==> src/rtl/core/b64e_pkg.sv <==
// Package: shared types, constants and the base64 alphabet for the stream encoder.
package b64e_pkg;

    localparam int LenBits  = 16;
    localparam int QDepth   = 2;
    localparam int QPtrBits = (QDepth > 1) ? $clog2(QDepth) : 1;
    localparam int QCntBits = $clog2(QDepth + 1);

    localparam logic [7:0]         PadChar  = 8'h3D;
    localparam logic [LenBits-1:0] CapReset = {LenBits{1'b1}};

    typedef enum logic [1:0] {
        PH_0,
        PH_1,
        PH_2
    } t_phase;

    typedef struct packed {
        logic [7:0] data_byte;
        logic       final_byte;
    } t_in_item;

    typedef struct packed {
        logic [7:0]         out_char;
        logic               run_end;
        logic               message_end;
        logic               overflow;
        logic [LenBits-1:0] encoded_length;
    } t_out_item;

    // One accepted byte, fully classified: up to four characters plus an
    // optional terminator or error result.
    typedef struct packed {
        logic [3:0][7:0]    chars;
        logic [2:0]         n_chars;
        logic               has_tail;
        logic               tail_err;
        logic [LenBits-1:0] length;
    } t_job;

    function automatic logic [7:0] b64_char(input logic [5:0] s);
        logic [7:0] c;
        if (s < 6'd26) begin
            c = 8'h41 + {2'b00, s};
        end else if (s < 6'd52) begin
            c = 8'h61 + {2'b00, s - 6'd26};
        end else if (s < 6'd62) begin
            c = 8'h30 + {2'b00, s - 6'd52};
        end else if (s == 6'd62) begin
            c = 8'h2B;
        end else begin
            c = 8'h2F;
        end
        return c;
    endfunction

endpackage

==> src/rtl/core/base64_stream_encoder.sv <==
// Top level of the streaming base64 encoder: front end, job queue, result sequencer.
//
// Streaming base64 encoder (standard alphabet, '=' padding). Bytes arrive one
// per transfer with final_byte marking the last byte of a message. Each byte
// yields one or two characters; the final byte also yields the flush character,
// padding and a terminator result carrying the encoded length. The capacity
// register bounds the output including the terminator slot; running out gives
// one error result and the rest of the message is dropped up to its final byte.
// Rate: the front end takes one byte per cycle while the two-entry job queue
// has room; the back end sends one result per cycle from its output register
// while the receiver does not stall. A byte yields 1 or 2 results as a middle
// byte, up to 5 as a final byte, and none when dropped. The single-result
// output port sets the sustained rate on long messages. Capacity writes are
// always ready and take effect on the next cycle; write only while the block
// is idle.
module base64_stream_encoder import b64e_pkg::*; (
    input  logic               i_clk,
    input  logic               i_rst_n,
    // byte input channel
    input  logic               i_in_valid,
    output logic               o_in_stall,
    input  t_in_item           i_in_data,
    // result output channel
    output logic               o_out_valid,
    input  logic               i_out_stall,
    output t_out_item          o_out_data,
    // capacity register write
    input  logic               i_cfg_valid,
    output logic               o_cfg_ready,
    input  logic [LenBits-1:0] i_cfg_data
);

    logic q_full;
    logic q_valid;
    logic q_push;
    logic q_pop;
    t_job push_job;
    t_job head_job;

    // stall straight from the registered queue fill level
    assign o_in_stall  = q_full;
    assign o_cfg_ready = 1'b1;

    b64e_front u_front (
        .i_clk       (i_clk),
        .i_rst_n     (i_rst_n),
        .i_in_valid  (i_in_valid),
        .i_in_data   (i_in_data),
        .i_q_full    (q_full),
        .i_cfg_valid (i_cfg_valid),
        .i_cfg_data  (i_cfg_data),
        .o_push      (q_push),
        .o_job       (push_job)
    );

    b64e_queue u_queue (
        .i_clk   (i_clk),
        .i_rst_n (i_rst_n),
        .i_push  (q_push),
        .i_job   (push_job),
        .i_pop   (q_pop),
        .o_full  (q_full),
        .o_valid (q_valid),
        .o_job   (head_job)
    );

    b64e_back u_back (
        .i_clk       (i_clk),
        .i_rst_n     (i_rst_n),
        .i_q_valid   (q_valid),
        .i_job       (head_job),
        .o_pop       (q_pop),
        .o_out_valid (o_out_valid),
        .i_out_stall (i_out_stall),
        .o_out_data  (o_out_data)
    );

endmodule

==> src/rtl/core/b64e_queue.sv <==
// Short job queue between the classifier front end and the result sequencer.
module b64e_queue import b64e_pkg::*; (
    input  logic i_clk,
    input  logic i_rst_n,
    input  logic i_push,
    input  t_job i_job,
    input  logic i_pop,
    output logic o_full,
    output logic o_valid,
    output t_job o_job
);

    t_job                r_mem [QDepth];
    logic [QPtrBits-1:0] r_wp;
    logic [QPtrBits-1:0] r_rp;
    logic [QCntBits-1:0] r_cnt;
    logic                do_push;
    logic                do_pop;

    assign o_full  = (r_cnt == QCntBits'(QDepth));
    assign o_valid = (r_cnt != '0);
    assign o_job   = r_mem[r_rp];
    assign do_push = i_push & ~o_full;
    assign do_pop  = i_pop & o_valid;

    always_ff @(posedge i_clk) begin
        if (do_push) begin
            r_mem[r_wp] <= i_job;
        end
    end

    always_ff @(posedge i_clk) begin
        if (!i_rst_n) begin
            r_wp  <= '0;
            r_rp  <= '0;
            r_cnt <= '0;
        end else begin
            if (do_push) begin
                r_wp <= (r_wp == QPtrBits'(QDepth - 1)) ? '0 : r_wp + 1'b1;
            end
            if (do_pop) begin
                r_rp <= (r_rp == QPtrBits'(QDepth - 1)) ? '0 : r_rp + 1'b1;
            end
            if (do_push && !do_pop) begin
                r_cnt <= r_cnt + 1'b1;
            end else if (do_pop && !do_push) begin
                r_cnt <= r_cnt - 1'b1;
            end
        end
    end

endmodule

==> src/rtl/core/b64e_front.sv <==
// Front end: takes bytes, tracks phase/carry/count, classifies each byte into a job.
module b64e_front import b64e_pkg::*; (
    input  logic               i_clk,
    input  logic               i_rst_n,
    input  logic               i_in_valid,
    input  t_in_item           i_in_data,
    input  logic               i_q_full,
    input  logic               i_cfg_valid,
    input  logic [LenBits-1:0] i_cfg_data,
    output logic               o_push,
    output t_job               o_job
);

    t_phase             r_phase;
    logic [3:0]         r_carry;
    logic [LenBits-1:0] r_cw;
    logic               r_dropping;
    logic [LenBits-1:0] r_cap;

    t_phase             n_phase;
    logic [3:0]         n_carry;
    logic [5:0]         s0;
    logic [5:0]         s1;
    logic [2:0]         n_main;
    logic [2:0]         n_flush_total;
    logic [2:0]         need;
    logic [2:0]         slots;
    logic [LenBits-1:0] avail;
    logic [2:0]         avail_c;
    logic               err;
    logic               accept;
    logic [7:0]         b;
    logic               fin;

    assign b      = i_in_data.data_byte;
    assign fin    = i_in_data.final_byte;
    assign accept = i_in_valid & ~i_q_full;

    always_comb begin
        unique case (r_phase)
            PH_1: begin
                s0            = {r_carry[1:0], b[7:4]};
                s1            = {b[3:0], 2'b00};
                n_main        = 3'd1;
                n_flush_total = 3'd3;
                n_phase       = PH_2;
                n_carry       = b[3:0];
            end
            PH_2: begin
                s0            = {r_carry, b[7:6]};
                s1            = b[5:0];
                n_main        = 3'd2;
                n_flush_total = 3'd2;
                n_phase       = PH_0;
                n_carry       = 4'd0;
            end
            default: begin
                s0            = b[7:2];
                s1            = {b[1:0], 4'b0000};
                n_main        = 3'd1;
                n_flush_total = 3'd4;
                n_phase       = PH_1;
                n_carry       = {2'b00, b[1:0]};
            end
        endcase

        need  = fin ? n_flush_total : n_main;
        slots = need + {2'b00, fin};     // terminator takes a slot too
        avail = (r_cw < r_cap) ? r_cap - r_cw : '0;
        avail_c = (avail >= LenBits'(5)) ? 3'd5 : avail[2:0];
        err   = (avail_c < slots);

        o_job.chars[0] = b64_char(s0);
        o_job.chars[1] = b64_char(s1);
        o_job.chars[2] = PadChar;
        o_job.chars[3] = PadChar;
        o_job.n_chars  = err ? avail_c : need;
        o_job.has_tail = err | fin;
        o_job.tail_err = err;
        o_job.length   = r_cw + LenBits'(need);
    end

    assign o_push = accept & ~r_dropping;

    always_ff @(posedge i_clk) begin
        if (!i_rst_n) begin
            r_cap <= CapReset;
        end else if (i_cfg_valid) begin
            r_cap <= i_cfg_data;
        end
    end

    always_ff @(posedge i_clk) begin
        if (!i_rst_n) begin
            r_phase    <= PH_0;
            r_carry    <= '0;
            r_cw       <= '0;
            r_dropping <= 1'b0;
        end else if (accept) begin
            if (r_dropping) begin
                if (fin) begin
                    r_dropping <= 1'b0;
                end
            end else if (err || fin) begin
                r_phase    <= PH_0;
                r_carry    <= '0;
                r_cw       <= '0;
                r_dropping <= err & ~fin;
            end else begin
                r_phase <= n_phase;
                r_carry <= n_carry;
                r_cw    <= r_cw + LenBits'(n_main);
            end
        end
    end

endmodule

==> src/rtl/core/b64e_back.sv <==
// Back end: walks the head job one result per cycle into the output register, unless stalled.
module b64e_back import b64e_pkg::*; (
    input  logic      i_clk,
    input  logic      i_rst_n,
    input  logic      i_q_valid,
    input  t_job      i_job,
    output logic      o_pop,
    output logic      o_out_valid,
    input  logic      i_out_stall,
    output t_out_item o_out_data
);

    logic [2:0] r_idx;
    logic       r_valid;
    t_out_item  r_out;

    logic [2:0] total;
    logic       last;
    logic       load;
    t_out_item  res;

    always_comb begin
        total = i_job.n_chars + {2'b00, i_job.has_tail};
        last  = (r_idx == total - 3'd1);
        load  = i_q_valid & (~r_valid | ~i_out_stall);

        if (r_idx < i_job.n_chars) begin
            res.out_char       = i_job.chars[r_idx[1:0]];
            res.message_end    = 1'b0;
            res.overflow       = 1'b0;
            res.encoded_length = '0;
        end else begin
            res.out_char       = 8'h00;
            res.message_end    = 1'b1;
            res.overflow       = i_job.tail_err;
            res.encoded_length = i_job.tail_err ? '0 : i_job.length;
        end
        res.run_end = last;
    end

    assign o_pop       = load & last;
    assign o_out_valid = r_valid;
    assign o_out_data  = r_out;

    always_ff @(posedge i_clk) begin
        if (load) begin
            r_out <= res;
        end
    end

    always_ff @(posedge i_clk) begin
        if (!i_rst_n) begin
            r_valid <= 1'b0;
            r_idx   <= '0;
        end else if (load) begin
            r_valid <= 1'b1;
            r_idx   <= last ? 3'd0 : r_idx + 3'd1;
        end else if (!i_out_stall) begin
            r_valid <= 1'b0;
        end
    end

endmodule

==> config.mk <==
export PLATFORM = sky130hd
export DESIGN_NAME = base64_stream_encoder
export DESIGN_NICKNAME = d
export VERILOG_FILES = /design/src/rtl/core/b64e_pkg.sv /design/src/rtl/core/base64_stream_encoder.sv /design/src/rtl/core/b64e_queue.sv /design/src/rtl/core/b64e_front.sv /design/src/rtl/core/b64e_back.sv
export SDC_FILE = /design/constraint.sdc
export NUM_CORES = 1
export LEC_CHECK = 0
export BUFFER_PORTS_ARGS = -buffer_cell sky130_fd_sc_hd__buf_2
export CAP_MARGIN = 20
export CELL_PAD_IN_SITES_DETAIL_PLACEMENT = 0
export CELL_PAD_IN_SITES_GLOBAL_PLACEMENT = 2
export CORE_MARGIN = 2
export CORE_UTILIZATION = 34
export CTS_BUF_LIST = sky130_fd_sc_hd__clkbuf_16
export DETAILED_ROUTE_END_ITERATION = 12
export PLACE_DENSITY_LB_ADDON = 0.25
export SETUP_SLACK_MARGIN = 0.02
export SLEW_MARGIN = 40
export SYNTH_ARGS = -nofsm -noshare
export SYNTH_HDL_FRONTEND = slang
export SYNTH_HIERARCHICAL = 1
export SYNTH_SLANG_ARGS = --single-unit
==> constraint.sdc <==
create_clock -name i_clk -period 5.7 [get_ports i_clk]
set_clock_uncertainty 0.15 [all_clocks]
set_input_delay 1.14 -clock i_clk [delete_from_list [all_inputs] [get_ports i_clk]]
set_output_delay 1.14 -clock i_clk [all_outputs]
set_load 0.02 [all_outputs]
Word level (Yosys, flattened, before mapping)
Memory sizes are Yosys's and may differ from the RTL's. A register that Yosys moved wholly into a read port is not among the register bits. Cells that the tools add are included.

Add/sub/neg operators: 21. $lt $le $gt $ge: 11. Eq/ne operators: 7. Mux-type cells: 39. Bitwise operators: 14. Reductions and logical operators: 9.

Operator list (number): $mux W8 (7); $mux W16 (3); $add A7 B6 Y8 const A (4); $lt A6 B6 Y1 const B (4); $pmux W6 S2 (2); $mux W18 (1); $mux W3 (6); $add A16 B2 Y16 (1); $add A16 B3 Y16 (1); $bmux W8 S2 (1); $ge A16 B3 Y1 const B (1); $lt A16 B16 Y1 (1); $sub A16 B16 Y16 (1); $add A6 B6 Y7 const A (2); $eq A6 B6 Y1 const B (2); $lt A6 B5 Y1 const B (2); $sub A6 B5 Y6 const B (2); $sub A6 B6 Y6 const B (2); $mux W1 (11); $mux W2 (4); $pmux W4 S2 (1); $and A1 B1 Y1 (7); $add A3 B1 Y3 (2); $lt A3 B3 Y1 (2); 21 further kinds (31).

Register bits after elaboration: 74. Memory bits (writable): 74. Output and inout bits: 30. Word-level logic and storage cells: 117. Memories kept: 1.

Memories: u_queue.r_mem (depth 2, width 37, rd ports 1, clocked after memory_dff 1, write ports 1, RTL line b64e_queue.sv:13) `t_job r_mem [QDepth];`.

Longest topological paths before layout
Gate-level depths: netlist of run 1.

Word-level depth: 9. Gate-level depth with buffers: 19. Gate-level depth less buffers: 18.

By module
The synthesis of run 1 kept the hierarchy.

Modules (own cells, without submodules): b64e_front (times used 1, cells an instance 581, area each 4399.2 um^2); b64e_queue (times used 1, cells an instance 190, area each 4058.9 um^2); b64e_back (times used 1, cells an instance 102, area each 1554.0 um^2); base64_stream_encoder (times used 1, cells an instance 2, area each 11.3 um^2).

Worst setup path before layout of run 1
No wires, ideal clock.

Path kind: input -> register. Start point: input i_in_valid. End point: memory u_queue/r_mem[0][0] (netlist bit), enable pin. Setup time: 456 ps. Arrival time: 4026 ps. Data required time: 5094 ps. Setup slack: 1069 ps. Cell stages on the path: 3. Path buffers: 0. Cell sequence: nor3b_1 inv_1 nor3_2.

Longest elaborated chain between the ends: 5.

RTL lines: start: declaration (RTL line base64_stream_encoder.sv:20) `input logic i_in_valid,`; $and A1 B1 Y1 (RTL line b64e_front.sv:37) `assign accept = i_in_valid & ~i_q_full;`; $and A1 B1 Y1 (RTL line b64e_front.sv:83) `assign o_push = accept & ~r_dropping;`; $and A1 B1 Y1 (RTL line b64e_queue.sv:23) `assign do_push = i_push & ~o_full;`; $mux W1 (RTL line b64e_queue.sv:27) `if (do_push) begin`; $mux W1 (implied by the code) (RTL line b64e_queue.sv:28) `r_mem[r_wp] <= i_job;`; end: declaration (RTL line b64e_queue.sv:13).

Every way passes these cells.

Worst setup path in the final report of run 1
Start point: register u_front.r_cw[4]. End point: register u_front.r_cw[11].

Longest elaborated chain between the ends: 7.

RTL lines: start: declaration (RTL line b64e_front.sv:16) `logic [LenBits-1:0] r_cw;`; start signal: assignment (RTL line b64e_front.sv:112) `r_cw <= r_cw + LenBits'(n_main);`; $sub A16 B16 Y16 or $lt A16 B16 Y1 (tied branches) (RTL line b64e_front.sv:69) `avail = (r_cw < r_cap) ? r_cap - r_cw : '0;`; $mux W16 (RTL line b64e_front.sv:69); $ge A16 B3 Y1 (RTL line b64e_front.sv:70) `avail_c = (avail >= LenBits'(5)) ? 3'd5 : avail[2:0];`; $mux W3 (RTL line b64e_front.sv:70); $lt A3 B3 Y1 (RTL line b64e_front.sv:71) `err = (avail_c < slots);`; $logic_or A1 B1 Y1 (RTL line b64e_front.sv:104) `end else if (err || fin) begin`; $mux W16 (*) (RTL line b64e_front.sv:104).

Every way passes the cells marked *; elsewhere a longest branch is shown, timed or not. A chain may end at the register's enable or synchronous reset.

==> flow_summary.yaml, run 1 <==
pwr:
  total_power_mw: 4.225
  p_leak_nw: 4.109
  ir_drop_uv: 164.7
  p_per_area_mw_per_mm2: 377.3
grt:
  grt_use_met2_pct: 21.59
  antenna_found_initial: 0
  grtUsageMet1_pct: 22.43
  busiest_layer: "met1"
  track_usage_pct: 14.68
  grt_first_pass_wirelength_um: 35210
  grt_start_max_net_pins: 50
  overflow: 0
  grt_pass1_vias: 6276
  grtUsageMet3_pct: 2.186
die:
  fp.dieH_um: 175.7
  pin_count: 60
  coreArea_mm2: 0.02886
  initial_core_util_pct: 34.73
  die_area_mm2: 0.03087
  fp.dieW_um: 175.7
  rows: 62
clock_network:
  clockBufferDepth: 2
  cts_tree: "built"
  clkTransAtPathRegs_ns: 0.07
  cts.sinks: 181
  numCtsBuffers: 17
  clk_latency_ns: 0.44
  h-tree-depth: 4
  post_cts_resized: 0
  cts_setup_buffers: 0
  root_buffer: "clkbuf_16"
  cts_hold_buf: 0
synthesis:
  synthesis.area_mm2: 0.01002
  ys_seq_area_share_pct: 49.43
  synth_flop_cell: "edfxtp_1"
  synth_edf_count: 133
  syn_avg_cell_area_um2: 11.46
  synth_top_area_share_pct: 39.85
  synth.area.top_cells: "edfxtp_1 40%, dfxtp_1 9.6%, ha_1 6.5%"
  yosysWarnings: 6
  synthCells: 875
  netlist-cell-type-count: 81
  synth-seq-cells: 181
  synth_top_area_cell: "edfxtp_1"
  ys_async_sr_fraction_pct: 0
placed_design:
  place_area_mm2: 0.01061
  pre_cts_ws_ns: 0.7599
  place_inst: 1287
  io_buffers: 58
  routabilityCongestion: 0.8488
  post-dp-hpwl_um: 15600
sta:
  final.min_clock_period_ns: 4.955
  hold_slack_ns: 0.3311
  worstMarginPinSlew_ns: 0.8635
  fmax_mhz: 201.8
  finalWorstSetupSlack_ns: 0.7446
  relSlewSlack_pct: 42.43
  tns_ns: 0
  drv_slew: 0
  finalCritPeriodShare_pct: 86.94
  finalSetupViolations: 0
  hold_viol: 0
  rsz0062_at_grt: "false"
route:
  first_pass_iters: 4
  dr.first_iter.drc_count: 433
  wl_um: 21830
  antenna_left: 0
  viasPerCell: 4.892
  drc: 0
  dr_total_vias: 6453
  routedWlPerCell_um: 16.55
critical_path:
  cp_slowest_cell: "o211ai_2"
  critical_path.startpoint: "u_front/r_cw[4]$_SDFFE_PN0P_"
  reg2reg_from: "u_front/r_cw[4]$_SDFFE_PN0P_"
  worstSetupEndpointType: "flip-flop"
  cp_num_buf_inv: 1
  cp.arrival_ns: 5.10
  critPathKind: "flip-flop to flip-flop"
  worstPathRequired_ns: 5.85
  timing.critical_path.mode_cell: "a21oi_1"
  cp_max_fo: 14
  crit_chain: "clkinv_1, ha_1, a21o_1, a21oi_1, a211oi_2, o41ai_1, xor2_1, nand4_1, nor4_1, ha_1, a21o_1, a21oi_1, nand2_1, or3_1, o211ai_2, a21oi_1"
  cp_top_family: "compound AO/OA/AOI/OAI gates"
  start_kind: "flip-flop"
  cpPeakStageDelay_ns: 0.58
min_path:
  min_path_type: "flip-flop to flip-flop"
  worstHoldStart: "u_front/r_dropping$_SDFFE_PN0P_"
final_layout:
  num-nets-final: 1007
  fillers: 2852
  diodes: 0
  layout-drive-gt1-share_pct: 19.47
  fin_cells: 1319
  seqCellArea_mm2: 0.004957
  multiInputGateArea_mm2: 0.004659
  area_growth_pct: 11.72
  utilization_pct: 38.81
  design_area_mm2: 0.01120
flow_run:
  max_cap_violations: 0
run_status:
  status: "finished clean"
## registers in the layout, summed over array words and instances, names as in the netlist, named ones only
name	cells
u_back/o_out_valid	1
u_queue/r_wp	1
u_front/r_carry	4
u_front/r_cap	16
u_back/o_out_data	27
u_front/r_cw	16
u_queue/r_cnt	2
u_back/r_idx	3
u_front/r_phase	2
u_front/r_dropping	1
u_queue/r_rp	1
u_queue/r_mem	106
## metal layers
| layer | vias to the layer above | part of all wire (%) |
|---|---|---|
| li1 | 3254 | - |
| met1 | 3103 | 54 |
| met2 | 81 | 43 |
| met3 | 15 | 2.2 |
| met4 | 0 | 0.98 |
| met5 | - | 0 |
## cells by family after synthesis
| group | after synthesis | share of synthesized area [%] |
|---|---|---|
| XOR/XNOR | 62 | 5.493 |
| other | 3 | 0.1123 |
| buffers and inverters | 97 | 4.781 |
| multiplexers | 85 | 10.35 |
| adder cells (fa/ha/maj) | 55 | 7.090 |
| AO/OA/AOI/OAI | 162 | 10.90 |
| AND/OR/NAND/NOR | 230 | 11.85 |
| flip-flops | 181 | 49.43 |
## placed cells by master (no fill, tap or decap), types with 17 or more instances in the layout
| cell | count |
|---|---|
| nor2_1 | 45 |
| inv_1 | 45 |
| nor3_1 | 17 |
| buf_2 | 58 |
| nand2_1 | 64 |
| o21ai_0 | 19 |
| mux2i_1 | 20 |
| conb_1 | 17 |
| mux2_2 | 54 |
| clkbuf_16 | 17 |
| edfxtp_1 | 133 |
| and2_1 | 19 |
| dfxtp_1 | 46 |
| nor3b_1 | 18 |
| xnor2_1 | 46 |
| ha_1 | 52 |
| a21oi_1 | 51 |
## area by class of cell
cell class,count,area share [%]
Clock buffer,17,3.799
Multi-Input combinational cell,611,41.61
Sequential cell,181,44.27
Clock inverter,15,1.464
Timing Repair Buffer,64,2.994
Inverter,47,1.575
Tap cell,384,4.291
## path summary, 6_finish.rpt
kind                            cells past startpoint                               to  slack, ns
worst max-delay path                               16    u_front/r_cw[11]$_SDFFE_PN0P_       0.74
worst min-delay path                                2  u_front/r_dropping$_SDFFE_PN0P_       0.33
worst max register to register                     16    u_front/r_cw[11]$_SDFFE_PN0P_       0.74
worst min register to register                      2  u_front/r_dropping$_SDFFE_PN0P_       0.33
## power breakdown
group	switching, mW	internal (mW)
registers	0.0950	1.77
logic	0.717	0.468
clock network	0.556	0.624
total	1.37	2.86
## worst reg2reg max path: stages (launching register included)
cell and delay, ns:
dfxtp_1 0.36, clkinv_1 0.25, ha_1 0.45, a21o_1 0.24, a21oi_1 0.23, a211oi_2 0.17, o41ai_1 0.40, xor2_1 0.30
nand4_1 0.15, nor4_1 0.30, ha_1 0.30, a21o_1 0.17, a21oi_1 0.18, nand2_1 0.07, or3_1 0.38, o211ai_2 0.58
a21oi_1 0.15
## synth_stat cells, drive strengths merged (17+ instances only)
| master | number |
|---|---|
| nor3 | 18 |
| inv | 46 |
| a21oi | 52 |
| nor3b | 18 |
| mux2 | 57 |
| xnor2 | 46 |
| o21ai | 29 |
| clkbuf | 17 |
| mux2i | 20 |
| dfxtp | 48 |
| nand2 | 65 |
| nor2 | 46 |
| ha | 52 |
| buf | 33 |
| and2 | 19 |
| edfxtp | 133 |
No activity file was read; power rests on OpenSTA's default activity.
==> run 2: changes to the inputs <==
--- a/config.mk
+++ b/config.mk
@@ -5,6 +5,7 @@
 export SDC_FILE = /design/constraint.sdc
 export NUM_CORES = 1
 export LEC_CHECK = 0
+export ABC_AREA = 1
 export BUFFER_PORTS_ARGS = -buffer_cell sky130_fd_sc_hd__buf_2
 export CAP_MARGIN = 20
 export CELL_PAD_IN_SITES_DETAIL_PLACEMENT = 0
@@ -15,6 +16,7 @@
 export DETAILED_ROUTE_END_ITERATION = 12
 export PLACE_DENSITY_LB_ADDON = 0.25
 export SETUP_SLACK_MARGIN = 0.02
+export SKIP_LAST_GASP = 1
 export SLEW_MARGIN = 40
 export SYNTH_ARGS = -nofsm -noshare
 export SYNTH_HDL_FRONTEND = slang
==> run 2 against run 1 <==
Global-route usage is 0.090 points lower; cell count increased by 21%; critical path type unchanged; count of clock-buffer cells in the layout did not move; highest routed layer unchanged; combinational power grew 81%; critical endpoint is now u_front/r_cw[5]$_SDFFE_PN0P_; design area increased by 4.5%.
==> flow_summary.yaml, run 2 <==
synthesis:
  synthesis.area_mm2: 0.01054
  synth_edf_count: 133
  synth.area.top_cells: "edfxtp_1 38%, dfxtp_1 9.1%, nand2_1 8.1%"
  ys_top_cells_by_count: "227 x nand2_1, 152 x inv_1, 133 x edfxtp_1"
  synth_top_area_cell: "edfxtp_1"
  synth_top_area_share_pct: 37.88
  netlist-cell-type-count: 51
  yosysWarnings: 6
  syn_avg_cell_area_um2: 9.306
  yosysMostFrequentCell: "nand2_1"
  ys_seq_area_share_pct: 46.99
  synth-seq-cells: 181
  synth_flop_cell: "edfxtp_1"
  synthCells: 1133
  ys_async_sr_fraction_pct: 0
placed_design:
  post-dp-hpwl_um: 17120
  place_inst: 1565
  pre_cts_ws_ns: 1.822
  io_buffers: 58
  routabilityCongestion: 0.8004
pwr:
  p_seq_share_pct: 38.1
  switching_power_mw: 1.996
  clockPowerShare_pct: 22.6
  p_per_area_mw_per_mm2: 462.4
  internal_power_mw: 3.418
  swShare_pct: 36.87
  p_leak_nw: 5.001
  ir_drop_uv: 209.5
  combPwrFrac_pct: 39.3
final_layout:
  diodes: 0
  multiInputGateArea_mm2: 0.004693
  largest_register_ffs: 106
  fin_cells: 1597
  seqCellArea_mm2: 0.004959
  layout_common_cells: "227 x nand2_1, 152 x inv_1, 133 x edfxtp_1"
  area_growth_pct: 11.04
  fillers: 3117
  layout-drive-gt1-share_pct: 15.74
  final_common_cell: "nand2_1"
  num-nets-final: 1273
  largest_register: "u_queue/r_mem"
run_status:
  status: "finished clean"
clock_network:
  cts_hold_buf: 0
  cts_tree: "built"
  numCtsBuffers: 17
  clockBufferDepth: 2
  clkTransAtPathRegs_ns: 0.07
  root_buffer: "clkbuf_16"
  h-tree-depth: 4
  post_cts_resized: 0
  cts_setup_buffers: 0
  cts.sinks: 181
  clk_latency_ns: 0.43
grt:
  track_usage_pct: 14.59
  antenna_found_initial: 0
  grt_start_max_net_pins: 54
  overflow: 0
  grt_pass1_vias: 7086
  grt_first_pass_wirelength_um: 37940
critical_path:
  cpPeakStageDelay_ns: 0.41
  cp.arrival_ns: 4.05
  worstPathRequired_ns: 5.85
  timing.critical_path.mode_cell: "nand2_1"
  worstSetupEndpointType: "flip-flop"
  cp_top_family: "simple AND/OR/NAND/NOR gates"
  reg2reg_from: "u_front/r_cw[7]$_SDFFE_PN0P_"
  critical_path.startpoint: "u_front/r_cw[7]$_SDFFE_PN0P_"
  cp_slowest_cell: "dfxtp_1"
  cp_num_buf_inv: 3
  cp_max_fo: 22
  start_kind: "flip-flop"
  crit_chain: "inv_1, ha_1, nand2_1, inv_1, a21oi_1, nand2_1, nand2_1, nand3b_1, nand2_1, nand2_1, nor2_1, nand3_1, o21ai_0, inv_1, ha_1, a21oi_1, nand2_4, nand2_4, a21oi_1"
  critPathKind: "flip-flop to flip-flop"
route:
  first_pass_iters: 5
  antenna_left: 0
  met3_wirelength_um: 742
  dr.first_iter.drc_count: 382
  routedWlPerCell_um: 14.51
  drc: 0
  wl_um: 23170
  drt-met1-wl_um: 12060
  dr_total_vias: 7359
  wl_met2_um: 10140
  viasPerCell: 4.608
  routed.top_layer: "met4"
die:
  fp.dieW_um: 180.1
  die_area_mm2: 0.03244
  fp.dieH_um: 180.1
  rows: 64
  initial_core_util_pct: 34.47
  coreArea_mm2: 0.03059
  pin_count: 60
sta:
  hold_viol: 0
  finalCritPeriodShare_pct: 68.29
  fmax_mhz: 256.9
  drv_slew: 0
  finalSetupViolations: 0
  tns_ns: 0
  finalWorstSetupSlack_ns: 1.807
  final.min_clock_period_ns: 3.893
  relSlewSlack_pct: 50.28
  worstMarginPinSlew_ns: 0.7458
  rsz0062_at_grt: "false"
min_path:
  min_path_type: "flip-flop to flip-flop"
  worstHoldStart: "u_front/r_cap[6]$_SDFFE_PN1P_"
flow_run:
  max_cap_violations: 0
==> run 2: cells by family after synthesis <==
group                      synth area share [%]
AOI/OAI and AO/OA                         8.307
xor gates and xnor gates                  2.741
adders and majority gates                 6.740
buffers and inverters                     9.137
DFF                                       46.99
muxes                                     7.440
other                                    0.1068
and+or+nand+nor                           18.54
==> run 2: tightest hold or removal path, delay by kind of cell (launching register included) <==
family        cells  cell delay, ns
flops             1            0.33
simple gates      2            0.10
==> run 2: worst paths after layout <==
kind         slack (ns)  cells past startpoint                            end
min                0.32                      2  u_front/r_cap[6]$_SDFFE_PN1P_
max                1.81                     19   u_front/r_cw[5]$_SDFFE_PN0P_
max reg2reg        1.81                     19   u_front/r_cw[5]$_SDFFE_PN0P_
min reg2reg        0.32                      2  u_front/r_cap[6]$_SDFFE_PN1P_
==> run 2: metal layers <==
layer	vias up	track usage [%]
li1	3858	-
met1	3394	21.28
met2	95	22.25
met3	12	2.728
met4	0	3.774
met5	-	0
==> run 2: area by class of cell <==
| cell class | count | area share (%) |
|---|---|---|
| sequential | 181 | 42.35 |
| multi-input combinational | 765 | 40.09 |
| inverter | 156 | 5.002 |
| tap | 396 | 4.232 |
| clock buffer | 17 | 3.634 |
| timing repair buffer | 67 | 3.057 |
| clock inverter | 15 | 1.635 |
==> run 2: metrics by stage <==
step / util (%) / cell area, µm² / hold slack [ns] / total power [mW]
after floorplan: - / 10600 / 0.2829 / 3.732
after global placement: 36.26 / 11090 / 0.3009 / 4.243
after detailed placement: 36.26 / 11090 / 0.3017 / 4.251
after CTS: 38.27 / 11710 / 0.3215 / 5.502
after global routing: 38.27 / 11710 / 0.3502 / 5.827
final: 38.27 / 11710 / 0.3152 / 5.413
==> run 2: power groups by stage <==
| stage | Sequential, mW | Clock [mW] | Combinational [mW] |
|---|---|---|---|
| floorplan | 2.21 | 0 | 1.52 |
| finish | 2.06 | 1.22 | 2.13 |
| global route | 2.11 | 1.32 | 2.40 |
| CTS | 2.07 | 1.27 | 2.16 |
| detailed placement | 2.10 | 0 | 2.15 |
| global placement | 2.09 | 0 | 2.15 |
